**src/rtl/gdn_pkg.sv**
```systemverilog
// gdn_pkg: shared widths, calendar constants and month tables for the date to day number block
`default_nettype none
package gdn_pkg;

    localparam int YEAR_W  = 14;
    localparam int MONTH_W = 4;
    localparam int DAY_W   = 5;
    localparam int DN_W    = 22;
    localparam int WD_W    = 3;
    localparam int MLEN_W  = 5;
    localparam int CENT_W  = 8;
    localparam int MOFF_W  = 9;

    localparam logic [YEAR_W-1:0] BASE_YEAR  = 14'd1900;
    localparam logic [YEAR_W-1:0] FIRST_YEAR = 14'd1901;
    localparam logic [YEAR_W-1:0] LAST_YEAR  = 14'd9999;
    localparam logic [DN_W-1:0]   DAY_OFFSET = 22'd49;

    // year / 100 as (year * 5243) >> 19, exact for all 14-bit years
    localparam int                DIV100_SHIFT = 19;
    localparam logic [12:0]       DIV100_MUL   = 13'd5243;
    localparam int                PROD_W       = YEAR_W + 13;
    localparam logic [10:0]       DAYS_4Y      = 11'd1461;

    localparam logic [MONTH_W-1:0] MONTH_JAN = 4'd1;
    localparam logic [MONTH_W-1:0] MONTH_FEB = 4'd2;
    localparam logic [MONTH_W-1:0] MONTH_APR = 4'd4;
    localparam logic [MONTH_W-1:0] MONTH_JUN = 4'd6;
    localparam logic [MONTH_W-1:0] MONTH_SEP = 4'd9;
    localparam logic [MONTH_W-1:0] MONTH_NOV = 4'd11;
    localparam logic [MONTH_W-1:0] MONTH_DEC = 4'd12;
    localparam logic [MONTH_W-1:0] MONTHS_YEAR = 4'd12;

    // days in month, february follows the leap flag
    function automatic logic [MLEN_W-1:0] month_days(input logic [MONTH_W-1:0] month,
                                                     input logic leap);
        logic [MLEN_W-1:0] d;
        begin
            if (month == MONTH_FEB) begin
                d = leap ? 5'd29 : 5'd28;
            end else if (month == MONTH_APR || month == MONTH_JUN ||
                         month == MONTH_SEP || month == MONTH_NOV) begin
                d = 5'd30;
            end else begin
                d = 5'd31;
            end
            return d;
        end
    endfunction

    // floor(306 * (m + 1) / 10) for shifted months 3 .. 14
    function automatic logic [MOFF_W-1:0] month_offset(input logic [MONTH_W-1:0] ms);
        logic [MOFF_W-1:0] o;
        begin
            unique case (ms)
                4'd3:    o = 9'd122;
                4'd4:    o = 9'd153;
                4'd5:    o = 9'd183;
                4'd6:    o = 9'd214;
                4'd7:    o = 9'd244;
                4'd8:    o = 9'd275;
                4'd9:    o = 9'd306;
                4'd10:   o = 9'd336;
                4'd11:   o = 9'd367;
                4'd12:   o = 9'd397;
                4'd13:   o = 9'd428;
                4'd14:   o = 9'd459;
                default: o = 9'd0;
            endcase
            return o;
        end
    endfunction

endpackage
`default_nettype wire

```
**src/rtl/gdn_in_if.sv**
```systemverilog
// gdn_in_if: input channel carrying one calendar date per beat
`default_nettype none
interface gdn_in_if;
    logic                           valid;
    logic                           ready;
    logic [gdn_pkg::YEAR_W-1:0]     year;
    logic [gdn_pkg::MONTH_W-1:0]    month;
    logic [gdn_pkg::DAY_W-1:0]      day_of_month;

    modport source (output valid, output year, output month, output day_of_month,
                    input ready);
    modport sink   (input valid, input year, input month, input day_of_month,
                    output ready);
endinterface
`default_nettype wire

```
**src/rtl/gdn_out_if.sv**
```systemverilog
// gdn_out_if: result channel carrying day number, weekday and month length per beat
`default_nettype none
interface gdn_out_if;
    logic                           valid;
    logic                           ready;
    logic                           valid_res;
    logic                           leap;
    logic [gdn_pkg::DN_W-1:0]       day_number;
    logic [gdn_pkg::WD_W-1:0]       weekday;
    logic [gdn_pkg::MLEN_W-1:0]     month_length;

    modport source (output valid, output valid_res, output leap, output day_number,
                    output weekday, output month_length, input ready);
    modport sink   (input valid, input valid_res, input leap, input day_number,
                    input weekday, input month_length, output ready);
endinterface
`default_nettype wire

```
**src/rtl/gdn_mod7.sv**
```systemverilog
// gdn_mod7: remainder modulo 7 of a day count by folding octal digits
`default_nettype none
module gdn_mod7 (
    input  wire logic [gdn_pkg::DN_W:0]     i_value,
    output      logic [gdn_pkg::WD_W-1:0]   o_rem
);
    import gdn_pkg::*;

    localparam int GROUPS = (DN_W + 1 + 2) / 3;

    logic [3*GROUPS-1:0] padded;
    logic [5:0]          digit_sum;
    logic [3:0]          fold1;
    logic [3:0]          fold2;

    // 8 == 1 mod 7, so octal digits can simply be added
    always_comb begin
        padded    = (3*GROUPS)'(i_value);
        digit_sum = '0;
        for (int g = 0; g < GROUPS; g++) begin
            digit_sum = digit_sum + 6'(padded[3*g +: 3]);
        end
        fold1 = 4'(digit_sum[5:3]) + 4'(digit_sum[2:0]);
        fold2 = 4'(fold1[3]) + 4'(fold1[2:0]);
        if (fold2 >= 4'd7) begin
            o_rem = 3'(fold2 - 4'd7);
        end else begin
            o_rem = fold2[2:0];
        end
    end

endmodule
`default_nettype wire

```
**src/rtl/gregorian_date_to_day_number.sv**
```systemverilog
// gregorian_date_to_day_number: four-stage pipeline from a calendar date to its day number
//
// i_date takes one date (year, month, day_of_month) per beat; o_res returns one result
// beat per date, in order: valid_res, leap, day_number (days since 1 Jan 1900),
// weekday (0 = Sunday) and month_length. Invalid dates give zero numeric fields.
// A date is accepted into stage 1 and its result shows on o_res once it has passed
// through stage 4. Throughput is one date per cycle while o_res is not stalled;
// the four register stages (shifted year and divide-by-100 products, century and
// year-term multiply, day sum, weekday fold) all move together on one enable.
// When o_res is stalled with a result waiting, the whole pipeline holds and
// i_date.ready drops; empty stages do not fill in while stalled, so nothing is
// lost or repeated. Reset clears the stage valid bits only; after reset the
// block is empty and ready.
`default_nettype none
module gregorian_date_to_day_number (
    input  wire logic   i_clk,
    input  wire logic   i_rst_n,
    gdn_in_if.sink      i_date,
    gdn_out_if.source   o_res
);
    import gdn_pkg::*;

    logic advance;

    // stage 1
    logic                   r1_v;
    logic [YEAR_W-1:0]      r1_year;
    logic [MONTH_W-1:0]     r1_month;
    logic [DAY_W-1:0]       r1_day;
    logic [YEAR_W-1:0]      r1_ys;
    logic [MONTH_W-1:0]     r1_ms;
    logic [PROD_W-1:0]      r1_yq;
    logic [PROD_W-1:0]      r1_ysq;
    logic                   n1_early;
    logic [YEAR_W-1:0]      n1_ys;
    logic [MONTH_W-1:0]     n1_ms;

    // stage 2
    logic                   r2_v;
    logic                   r2_ok;
    logic                   r2_leap;
    logic [MLEN_W-1:0]      r2_mlen;
    logic [DN_W-1:0]        r2_yterm;
    logic [MOFF_W-1:0]      r2_moff;
    logic [DAY_W-1:0]       r2_day;
    logic [CENT_W-1:0]      r2_corr;
    logic [CENT_W-1:0]      n2_qy;
    logic [CENT_W-1:0]      n2_cent;
    logic                   n2_leap;
    logic [MLEN_W-1:0]      n2_mlen;
    logic                   n2_ok;
    logic [YEAR_W-1:0]      n2_yoff;
    logic [24:0]            n2_yprod;

    // stage 3
    logic                   r3_v;
    logic                   r3_ok;
    logic                   r3_leap;
    logic [MLEN_W-1:0]      r3_mlen;
    logic [DN_W-1:0]        r3_dn;
    logic [DN_W-1:0]        n3_dn;

    // output stage
    logic                   r4_v;
    logic                   r4_ok;
    logic                   r4_leap;
    logic [DN_W-1:0]        r4_dn;
    logic [WD_W-1:0]        r4_wd;
    logic [MLEN_W-1:0]      r4_mlen;
    logic [WD_W-1:0]        n4_wd;

    assign advance      = !r4_v || o_res.ready;
    assign i_date.ready = advance;

    // january and february count as months 13 and 14 of the year before
    always_comb begin
        n1_early = (i_date.month <= MONTH_FEB);
        n1_ys    = n1_early ? YEAR_W'(i_date.year - 14'd1) : i_date.year;
        n1_ms    = n1_early ? MONTH_W'(i_date.month + MONTHS_YEAR) : i_date.month;
    end

    always_ff @(posedge i_clk) begin
        if (!i_rst_n) begin
            r1_v <= 1'b0;
        end else if (advance) begin
            r1_v <= i_date.valid;
        end
        if (advance) begin
            r1_year  <= i_date.year;
            r1_month <= i_date.month;
            r1_day   <= i_date.day_of_month;
            r1_ys    <= n1_ys;
            r1_ms    <= n1_ms;
            r1_yq    <= PROD_W'(i_date.year) * PROD_W'(DIV100_MUL);
            r1_ysq   <= PROD_W'(n1_ys) * PROD_W'(DIV100_MUL);
        end
    end

    always_comb begin
        n2_qy   = r1_yq[DIV100_SHIFT +: CENT_W];
        n2_cent = r1_ysq[DIV100_SHIFT +: CENT_W];
        // multiple of 100 and of 400 via the quotient
        n2_leap = (r1_year[1:0] == 2'b00) &&
                  ((15'(n2_qy) * 15'd100 != 15'(r1_year)) || (n2_qy[1:0] == 2'b00));
        n2_mlen = month_days(r1_month, n2_leap);
        n2_ok   = (r1_year >= FIRST_YEAR) && (r1_year <= LAST_YEAR) &&
                  (r1_month >= MONTH_JAN) && (r1_month <= MONTH_DEC) &&
                  (r1_day != '0) && (MLEN_W'(r1_day) <= n2_mlen);
        n2_yoff  = YEAR_W'(r1_ys - BASE_YEAR);
        n2_yprod = 25'(n2_yoff) * 25'(DAYS_4Y);
    end

    always_ff @(posedge i_clk) begin
        if (!i_rst_n) begin
            r2_v <= 1'b0;
        end else if (advance) begin
            r2_v <= r1_v;
        end
        if (advance) begin
            r2_ok    <= n2_ok;
            r2_leap  <= n2_leap;
            r2_mlen  <= n2_mlen;
            r2_yterm <= n2_yprod[DN_W+1:2];
            r2_moff  <= month_offset(r1_ms);
            r2_day   <= r1_day;
            r2_corr  <= CENT_W'(n2_cent - (n2_cent >> 2));
        end
    end

    assign n3_dn = r2_yterm + DN_W'(r2_moff) + DN_W'(r2_day)
                 - DN_W'(r2_corr) - DAY_OFFSET;

    always_ff @(posedge i_clk) begin
        if (!i_rst_n) begin
            r3_v <= 1'b0;
        end else if (advance) begin
            r3_v <= r2_v;
        end
        if (advance) begin
            r3_ok   <= r2_ok;
            r3_leap <= r2_leap;
            r3_mlen <= r2_mlen;
            r3_dn   <= n3_dn;
        end
    end

    gdn_mod7 u_mod7 (
        .i_value (23'(r3_dn) + 23'd1),
        .o_rem   (n4_wd)
    );

    always_ff @(posedge i_clk) begin
        if (!i_rst_n) begin
            r4_v <= 1'b0;
        end else if (advance) begin
            r4_v <= r3_v;
        end
        if (advance) begin
            r4_ok   <= r3_ok;
            r4_leap <= r3_leap;
            r4_dn   <= r3_ok ? r3_dn : '0;
            r4_wd   <= r3_ok ? n4_wd : '0;
            r4_mlen <= r3_ok ? r3_mlen : '0;
        end
    end

    assign o_res.valid        = r4_v;
    assign o_res.valid_res    = r4_ok;
    assign o_res.leap         = r4_leap;
    assign o_res.day_number   = r4_dn;
    assign o_res.weekday      = r4_wd;
    assign o_res.month_length = r4_mlen;

endmodule
`default_nettype wire

```
**src/flat_wrapper.sv**
```systemverilog
// flat-port wrapper written by rule: the top's interface ports become plain ports
module gregorian_date_to_day_number_flat import gdn_pkg::*;
  (i_clk, i_rst_n, i_date_valid, i_date_year, i_date_month, i_date_day_of_month, i_date_ready, o_res_valid, o_res_valid_res, o_res_leap, o_res_day_number, o_res_weekday, o_res_month_length, o_res_ready);
  gdn_in_if i_date_i ();
  gdn_out_if o_res_i ();
  input  wire logic i_clk;
  input  wire logic i_rst_n;
  input wire logic [$bits(i_date_i.valid)-1:0] i_date_valid;
  input wire logic [$bits(i_date_i.year)-1:0] i_date_year;
  input wire logic [$bits(i_date_i.month)-1:0] i_date_month;
  input wire logic [$bits(i_date_i.day_of_month)-1:0] i_date_day_of_month;
  output wire logic [$bits(i_date_i.ready)-1:0] i_date_ready;
  output wire logic [$bits(o_res_i.valid)-1:0] o_res_valid;
  output wire logic [$bits(o_res_i.valid_res)-1:0] o_res_valid_res;
  output wire logic [$bits(o_res_i.leap)-1:0] o_res_leap;
  output wire logic [$bits(o_res_i.day_number)-1:0] o_res_day_number;
  output wire logic [$bits(o_res_i.weekday)-1:0] o_res_weekday;
  output wire logic [$bits(o_res_i.month_length)-1:0] o_res_month_length;
  input wire logic [$bits(o_res_i.ready)-1:0] o_res_ready;
  assign i_date_i.valid = i_date_valid;
  assign i_date_i.year = i_date_year;
  assign i_date_i.month = i_date_month;
  assign i_date_i.day_of_month = i_date_day_of_month;
  assign i_date_ready = i_date_i.ready;
  assign o_res_valid = o_res_i.valid;
  assign o_res_valid_res = o_res_i.valid_res;
  assign o_res_leap = o_res_i.leap;
  assign o_res_day_number = o_res_i.day_number;
  assign o_res_weekday = o_res_i.weekday;
  assign o_res_month_length = o_res_i.month_length;
  assign o_res_i.ready = o_res_ready;
  gregorian_date_to_day_number u_core (.i_clk(i_clk), .i_rst_n(i_rst_n), .i_date(i_date_i), .o_res(o_res_i));
endmodule
```
**config.mk**
```make
export PLATFORM = sky130hd
export DESIGN_NAME = gregorian_date_to_day_number_flat
export DESIGN_NICKNAME = d
export VERILOG_FILES = /design/src/rtl/gdn_pkg.sv /design/src/rtl/gdn_in_if.sv /design/src/rtl/gdn_out_if.sv /design/src/rtl/gdn_mod7.sv /design/src/rtl/gregorian_date_to_day_number.sv /design/src/flat_wrapper.sv
export SDC_FILE = /design/constraint.sdc
export NUM_CORES = 1
export LEC_CHECK = 0
export BUFFER_PORTS_ARGS = -buffer_cell sky130_fd_sc_hd__clkbuf_2
export CORE_MARGIN = 4
export CORE_UTILIZATION = 40
export DETAILED_ROUTE_END_ITERATION = 7
export PLACE_DENSITY = 0.68
export SLEW_MARGIN = 20
export SYNTH_ARGS = -nofsm -noshare
export SYNTH_HDL_FRONTEND = slang
export SYNTH_SLANG_ARGS = --single-unit
export TNS_END_PERCENT = 1
```
**constraint.sdc**
```tcl
create_clock -name i_clk -period 6.6 [get_ports i_clk]
set_input_delay 0.99 -clock i_clk [delete_from_list [all_inputs] [get_ports i_clk]]
set_output_delay 0.99 -clock i_clk [all_outputs]
set_load 0.02 [all_outputs]
```
After elaboration in Yosys (flattened, before gate mapping)
Memory sizes are Yosys's and may differ from the RTL's. A register that Yosys moved wholly into a read port is not among the register bits. Index checks and enable logic that the tools add are counted. Widths: inputs -> output; s select.

$add $sub $neg: 19. $mul: 4. Magnitude comparators: 7. Equal/unequal tests: 6. Mux-type cells: 6. Reductions and logical operators: 15.

Operators with widths (count): $mul 14x13->27 const B (2); $mul 14x11->24 const B (1); $add 22x1->23 const B (1); $add 22x5->22 (1); $add 22x9->22 (1); $sub 22x6->22 const B (1); $sub 22x8->22 (1); $add 6x3->6 (3); $ne 15x14->1 (1); $ge 14x11->1 const B (1); $le 14x14->1 const B (1); $mux 14 (1); $sub 14x1->14 const B (1); $sub 14x11->14 const B (1); $mul 8x5->13 const B (1); $add 3x3->4 (2); $eq 4x3->1 const B (2); $eq 4x4->1 const B (2); $sub 8x6->8 (1); $add 5x3->6 (1); $add 6x2->6 (1); $logic_and 1x1->1 (6); $add 4x3->5 (1); $le 5x5->1 (1); 16 further kinds (22).

Bits in registers: 202. ROM bits: 144. Word-level logic and storage cells: 84. Memories: 1.

Memory list: (no name shown) (words 16, bits a word 9, rd ports 1, clocked after Yosys merged registers in 1, write ports 0, line gdn_pkg.sv:55) `unique case (ms)`.

Longest topological paths before layout
Depth in word-level cells: 12. Depth in mapped cells: 27. Mapped depth without buffers: 27.

Cells and area by module
From an unflattened synthesis, not the netlist that was laid out.

Cell total of the unflattened synthesis: 1834. Area, all modules: 19622.6 sq um.

By module, submodules not included: gregorian_date_to_day_number (times used 1, cells an instance 1751, area an instance 18836.8 sq um, seq. area each 4854.7 sq um); gdn_mod7 (times used 1, cells an instance 83, area an instance 785.8 sq um, seq. area each 0.0 sq um).

Worst setup path before layout
No wires, ideal clock.

Path type: input to register. From: input i_date_year[1]. To: register u_core.r1_ysq[23], data pin. Setup time: 0.259 ns. Arrival: 6.440 ns. Data required time: 6.341 ns. Slack: -0.099 ns. Cell stages on the path: 24. Path buffers: 0. Cell sequence: inv_1 ha_1 nand2_1 nand2_1 nand2_1 and4_1 nand3_1 xnor2_1 inv_1 fa_1 inv_1 ha_1 fa_1 fa_1 inv_1 fa_1 inv_1 ha_1 a211oi_1 nand2_1 a221oi_1 a21bo_2 a41oi_1 xnor2_1.

Longest elaborated chain between the ends: 3.

RTL lines: start, declared (line flat_wrapper.sv:9) `input wire logic [$bits(i_date_i.year)-1:0] i_date_year;`; $sub 14x1->14 (line gregorian_date_to_day_number.sv:78) `n1_ys = n1_early ? YEAR_W'(i_date.year - 14'd1) : i_date.year;`; $mux 14 (line gregorian_date_to_day_number.sv:78); via u_core.n1_ys[11] (line gregorian_date_to_day_number.sv:35) `logic [YEAR_W-1:0] n1_ys;`; $mul 14x13->27 (line gregorian_date_to_day_number.sv:95) `r1_ysq <= PROD_W'(n1_ys) * PROD_W'(DIV100_MUL);`; end signal, assigned (line gregorian_date_to_day_number.sv:95); end, declared (line gregorian_date_to_day_number.sv:33) `logic [PROD_W-1:0] r1_ysq;`.

The timed path passes the listed nets, and every way through them passes these cells. A chain may end at the register's enable or synchronous reset.

Worst setup path in the final report
From: register u_core.r3_dn[4]. To: register u_core.r4_wd[1] (netlist: u_core.o_res.weekday[1]), data pin.

Longest elaborated chain between the ends: 12.

RTL lines: start, declared (line gregorian_date_to_day_number.sv:60) `logic [DN_W-1:0] r3_dn;`; start signal, assigned (line gregorian_date_to_day_number.sv:143) `r3_dn <= n3_dn;`; $add 22x1->23 * (line gregorian_date_to_day_number.sv:148) `.i_value (23'(r3_dn) + 23'd1),`; $add 3x3->4 (line gdn_mod7.sv:21) `digit_sum = digit_sum + 6'(padded[3*g +: 3]);`; $add 4x3->5 (line gdn_mod7.sv:21); $add 5x3->6 (line gdn_mod7.sv:21); $add 6x3->6 (3 in a row) (line gdn_mod7.sv:21); $add 6x2->6 * (line gdn_mod7.sv:21); $add 3x3->4 * (line gdn_mod7.sv:23) `fold1 = 4'(digit_sum[5:3]) + 4'(digit_sum[2:0]);`; $add 1x3->4 * (line gdn_mod7.sv:24) `fold2 = 4'(fold1[3]) + 4'(fold1[2:0]);`; $ge 4x3->1 or $sub 3x3->3 (tied branches) (line gdn_mod7.sv:25, gdn_mod7.sv:26); $mux 3 * (line gdn_mod7.sv:25) `if (fold2 >= 4'd7) begin`; end signal, assigned (line gregorian_date_to_day_number.sv:162) `r4_wd <= r3_ok ? n4_wd : '0;`; end, declared (line gregorian_date_to_day_number.sv:68) `logic [WD_W-1:0] r4_wd;`.

Every way passes the cells marked *; elsewhere a longest branch is shown, timed or not.

==> flow_summary_export.csv <==
group,metric,value,unit
layout,instances_no_fill,2679,
logic_synthesis,asyncSetResetFlopFracSynth,0,
min_path,min_path_type,"reg2reg",
layout,utilization_after_layout,0.456,
place,dp.final_hpwl,32200,µm
route,routed_wirelength,37600,µm
route,route.vias.total,12860,
worst_setup_path,worstReg2RegEnd,"u_core.o_res.weekday[1]",
place,globalplace.congestion,0.892,
clock_tree,clock_insertion_delay_worst_skew,430,ps
sta,setup_viol_count_final,0,
sta,setup_total_negative_slack,0,ps
logic_synthesis,yosys.area.top_type_share,0.243,
grt,number_of_global_route_vias_before_repair,13788,
layout,filler_cell_count,4507,
sta,skew,8.30,ps
worst_setup_path,crit_fanout,5,
floorplan,die-height,230,µm
floorplan,core_region_area,48800,µm²
grt,grt_overflow,0,
route,post_drt_via_cell_ratio,4.80,
floorplan,io_pins,61,
logic_synthesis,synth_top_flop_cell,"sky130_fd_sc_hd__edfxtp_1",
sta,finalWorstSetupSlack,198,ps
sta,timing.fmax,156,MHz
route,antenna_left,0,
sta,worst_slew_margin_rel,0.417,
job,cap_violations,0,
logic_synthesis,yosysSeqAreaShare,0.246,
logic_synthesis,synth_top_area_cell,"sky130_fd_sc_hd__ha_1",
clock_tree,cts.htree.levels,4,
layout,area_delta_synth_final,13.1,%
route,drt_iter0_drc,535,
logic_synthesis,synth_cell_types,67,
place,dp_worst_setup_slack,-274,ps
clock_tree,cts_tree,"built",
worst_setup_path,crit_path_start,"u_core.r3_dn[4]",
worst_setup_path,worst_ep_arrival_time,6580,ps
worst_setup_path,worst_setup_path_end_kind,"flop",
logic_synthesis,synth-seq-cells,163,
floorplan,die-area,52900,µm²
logic_synthesis,synth_cells,1844,
grt,antenna_found_initial,0,
min_path,hold_path_startpoint,"u_core.r2_mlen[1]",
logic_synthesis,synth_area_leaders,"sky130_fd_sc_hd__ha_1 (24%), sky130_fd_sc_hd__edfxtp_1 (24%), sky130_fd_sc_hd__fa_1 (22%), sky130_fd_sc_hd__inv_1 (8.5%), sky130_fd_sc_hd__xnor2_1 (4.0%)",
worst_setup_path,worstSetupPathType,"reg2reg",
floorplan,die-width,230,µm
layout,fin_nets,2623,
min_path,min_path_cells,0,
layout,drive_above_1_share,0.114,
worst_setup_path,r2r_slack,200,ps
place,dp_cells,2645,
logic_synthesis,number_of_synthesized_flops_with_an_enable_pin,159,
worst_setup_path,worstPathRequired,6780,ps
layout,num_antenna_cells,0,
grt,global_route.usage.total,0.148,
logic_synthesis,synth.yosys.warnings,0,
logic_synthesis,netlist_area,19700,µm²
logic_synthesis,syn_avg_cell_area,10.7,µm²
route,post_drt_wl_per_cell,14.0,µm
sta,timing.final.crit_period,6400,ps
sta,worstMarginPinSlew,875,ps
place,numPortBuffers,60,
worst_setup_path,critical_path.startpoint_type,"flop",
clock_tree,clock_sink_count,163,
route,first_pass_iteration_count_of_the_detailed_router,6,
clock_tree,cts_inserted_buffers,17,
worst_setup_path,worst-r2r-cell-count,25,
worst_setup_path,beginning_of_the_worst_register_to_register_path,"u_core.r3_dn[4]",
floorplan,start_util,0.403,
sta,hold_violations_final,0,
logic_synthesis,syn_nets,2465,
clock_tree,clockBufferDepth,2,
sta,layout_worst_path_cycle_share,0.970,
floorplan,row_count,81,
route,post-route-drc-count,0,
clock_tree,clockRootBuffer,"sky130_fd_sc_hd__clkbuf_16",
grt,grt_first_pass_wirelength,65600,µm
grt,grt_max_degree,91,
min_path,worstHoldEndpoint,"u_core.r3_mlen[1]",
run_status,status,"complete, no violations",
clock_tree,clkSlewWorstSetupHoldPaths,70,ps
sta,timing_max_transition_violations_final,0,
layout make-up:
class	instances	area (µm²)	area share
Timing Repair Buffer	151	983	0.0441
Inverter	447	1680	0.0755
Clock inverter	15	171	0.00769
Clock buffer	17	425	0.0191
Sequential cell	163	4850	0.218
Tap cell	664	831	0.0373
Multi-Input combinational cell	1222	13300	0.598
stage by stage:
stage | instance area [µm²] | hold WS (ps)
final | 22300 | 423
after global routing | 22300 | 430
after CTS | 22100 | 421
after detailed placement | 21500 | 405
after global placement | 21500 | 409
after floorplan | 19700 | 400
registers in the layout (all words and copies together) (netlist names), 5 cells and up:
register	count
u_core.r2_moff	9
u_core.r2_corr	8
u_core.r1_ysq	9
u_core.r2_yterm	22
u_core.r3_dn	22
u_core.r1_year	13
u_core.r2_day	5
u_core.r1_ys	13
u_core.r1_yq	9
u_core.r1_day	5
u_core.o_res.day_number	22
cell families after synthesis:
kind of cell             count (synthesis)  share of synthesized area
AO/OA/AOI/OAI                          234                     0.0792
AND/OR/NAND/NOR                        265                     0.0695
buffers and inverters                  459                     0.0879
multiplexers                             9                    0.00521
adder cells (fa/ha/maj)                594                      0.458
XOR/XNOR                               120                     0.0540
flip-flops                             163                      0.246
synth_stat cells (11+ instances only):
master and instances:
sky130_fd_sc_hd__o21a_1 11, sky130_fd_sc_hd__a21oi_1 69, sky130_fd_sc_hd__nand2_1 51, sky130_fd_sc_hd__o21ai_0 28, sky130_fd_sc_hd__and3_1 20, sky130_fd_sc_hd__nand4_1 12, sky130_fd_sc_hd__nand3_1 36, sky130_fd_sc_hd__inv_1 447
sky130_fd_sc_hd__edfxtp_1 159, sky130_fd_sc_hd__fa_1 212, sky130_fd_sc_hd__ha_1 382, sky130_fd_sc_hd__a21o_1 31, sky130_fd_sc_hd__nor3_1 19, sky130_fd_sc_hd__nor2_1 47, sky130_fd_sc_hd__xor2_1 29, sky130_fd_sc_hd__a31oi_1 13
sky130_fd_sc_hd__nor2b_1 13, sky130_fd_sc_hd__and2_1 32, sky130_fd_sc_hd__o21ai_1 17, sky130_fd_sc_hd__xnor2_1 90
timing repair:
action / in CTS / in global routing
hold buffers: 0 / 0
buffers inserted: 0 / 2
gates resized for setup: 8 / 26
setup endpoints to repair: 2 / 11
pin swaps: 0 / 8
worst max-delay path by stage:
stage	to	slack (ps)	cells after the start
finish	u_core.o_res.weekday[1]	200	25
global route	u_core.r1_ysq[23]	-50	26
CTS	u_core.o_res.weekday[1]	40	23
detailed placement	u_core.r1_ysq[26]	-270	26
global placement	u_core.r1_ysq[23]	-80	26
floorplan	u_core.r1_ysq[23]	110	24
per-layer routing:
metal	share of wire	vias to the layer above	track usage
li1	-	6426	-
met1	0.44	6221	0.190
met2	0.52	178	0.271
met3	0.025	35	0.0162
met4	0.013	0	0.0287
met5	0	-	0
cell usage in the layout (no fill, tap or decap), types with 8 or more instances in the layout:
cell type	n
sky130_fd_sc_hd__a21oi_1	66
sky130_fd_sc_hd__nand4_1	12
sky130_fd_sc_hd__edfxtp_1	159
sky130_fd_sc_hd__nor2_1	47
sky130_fd_sc_hd__xnor2_1	80
sky130_fd_sc_hd__clkbuf_2	60
sky130_fd_sc_hd__o21ai_0	28
sky130_fd_sc_hd__xor2_1	29
sky130_fd_sc_hd__buf_4	91
sky130_fd_sc_hd__a31oi_1	12
sky130_fd_sc_hd__o21bai_1	8
sky130_fd_sc_hd__inv_1	446
sky130_fd_sc_hd__a21o_1	31
sky130_fd_sc_hd__and2_1	30
sky130_fd_sc_hd__o21ai_1	17
sky130_fd_sc_hd__o21a_1	11
sky130_fd_sc_hd__nor2b_1	13
sky130_fd_sc_hd__clkbuf_16	17
sky130_fd_sc_hd__mux2i_1	8
sky130_fd_sc_hd__xnor2_2	9
sky130_fd_sc_hd__o211ai_1	8
sky130_fd_sc_hd__nor3_1	19
sky130_fd_sc_hd__nand3_1	34
sky130_fd_sc_hd__nand2_1	50
sky130_fd_sc_hd__ha_1	378
sky130_fd_sc_hd__fa_1	210
sky130_fd_sc_hd__and3_1	14
sky130_fd_sc_hd__nand2b_1	10
worst max-delay path, cell delays in order (launching register included):
cell and delay (ps):
sky130_fd_sc_hd__edfxtp_1 400, sky130_fd_sc_hd__and3_4 200, sky130_fd_sc_hd__buf_4 130, sky130_fd_sc_hd__and3_4 180, sky130_fd_sc_hd__and3_4 190, sky130_fd_sc_hd__and2_1 210, sky130_fd_sc_hd__xnor2_2 160, sky130_fd_sc_hd__fa_1 540
sky130_fd_sc_hd__fa_1 450, sky130_fd_sc_hd__fa_1 460, sky130_fd_sc_hd__fa_1 560, sky130_fd_sc_hd__inv_1 50, sky130_fd_sc_hd__ha_1 280, sky130_fd_sc_hd__a21o_1 190, sky130_fd_sc_hd__a21oi_2 150, sky130_fd_sc_hd__xnor2_1 160
sky130_fd_sc_hd__ha_1 260, sky130_fd_sc_hd__a21o_1 160, sky130_fd_sc_hd__a21o_1 200, sky130_fd_sc_hd__ha_4 180, sky130_fd_sc_hd__ha_4 290, sky130_fd_sc_hd__ha_4 160, sky130_fd_sc_hd__a21oi_1 100, sky130_fd_sc_hd__a21oi_2 200
sky130_fd_sc_hd__mux2i_1 230, sky130_fd_sc_hd__nor2b_1 70
Power is left out: the tool's default activity adds up to more than one toggle a clock period on the data nets, which glitch-free logic cannot reach.
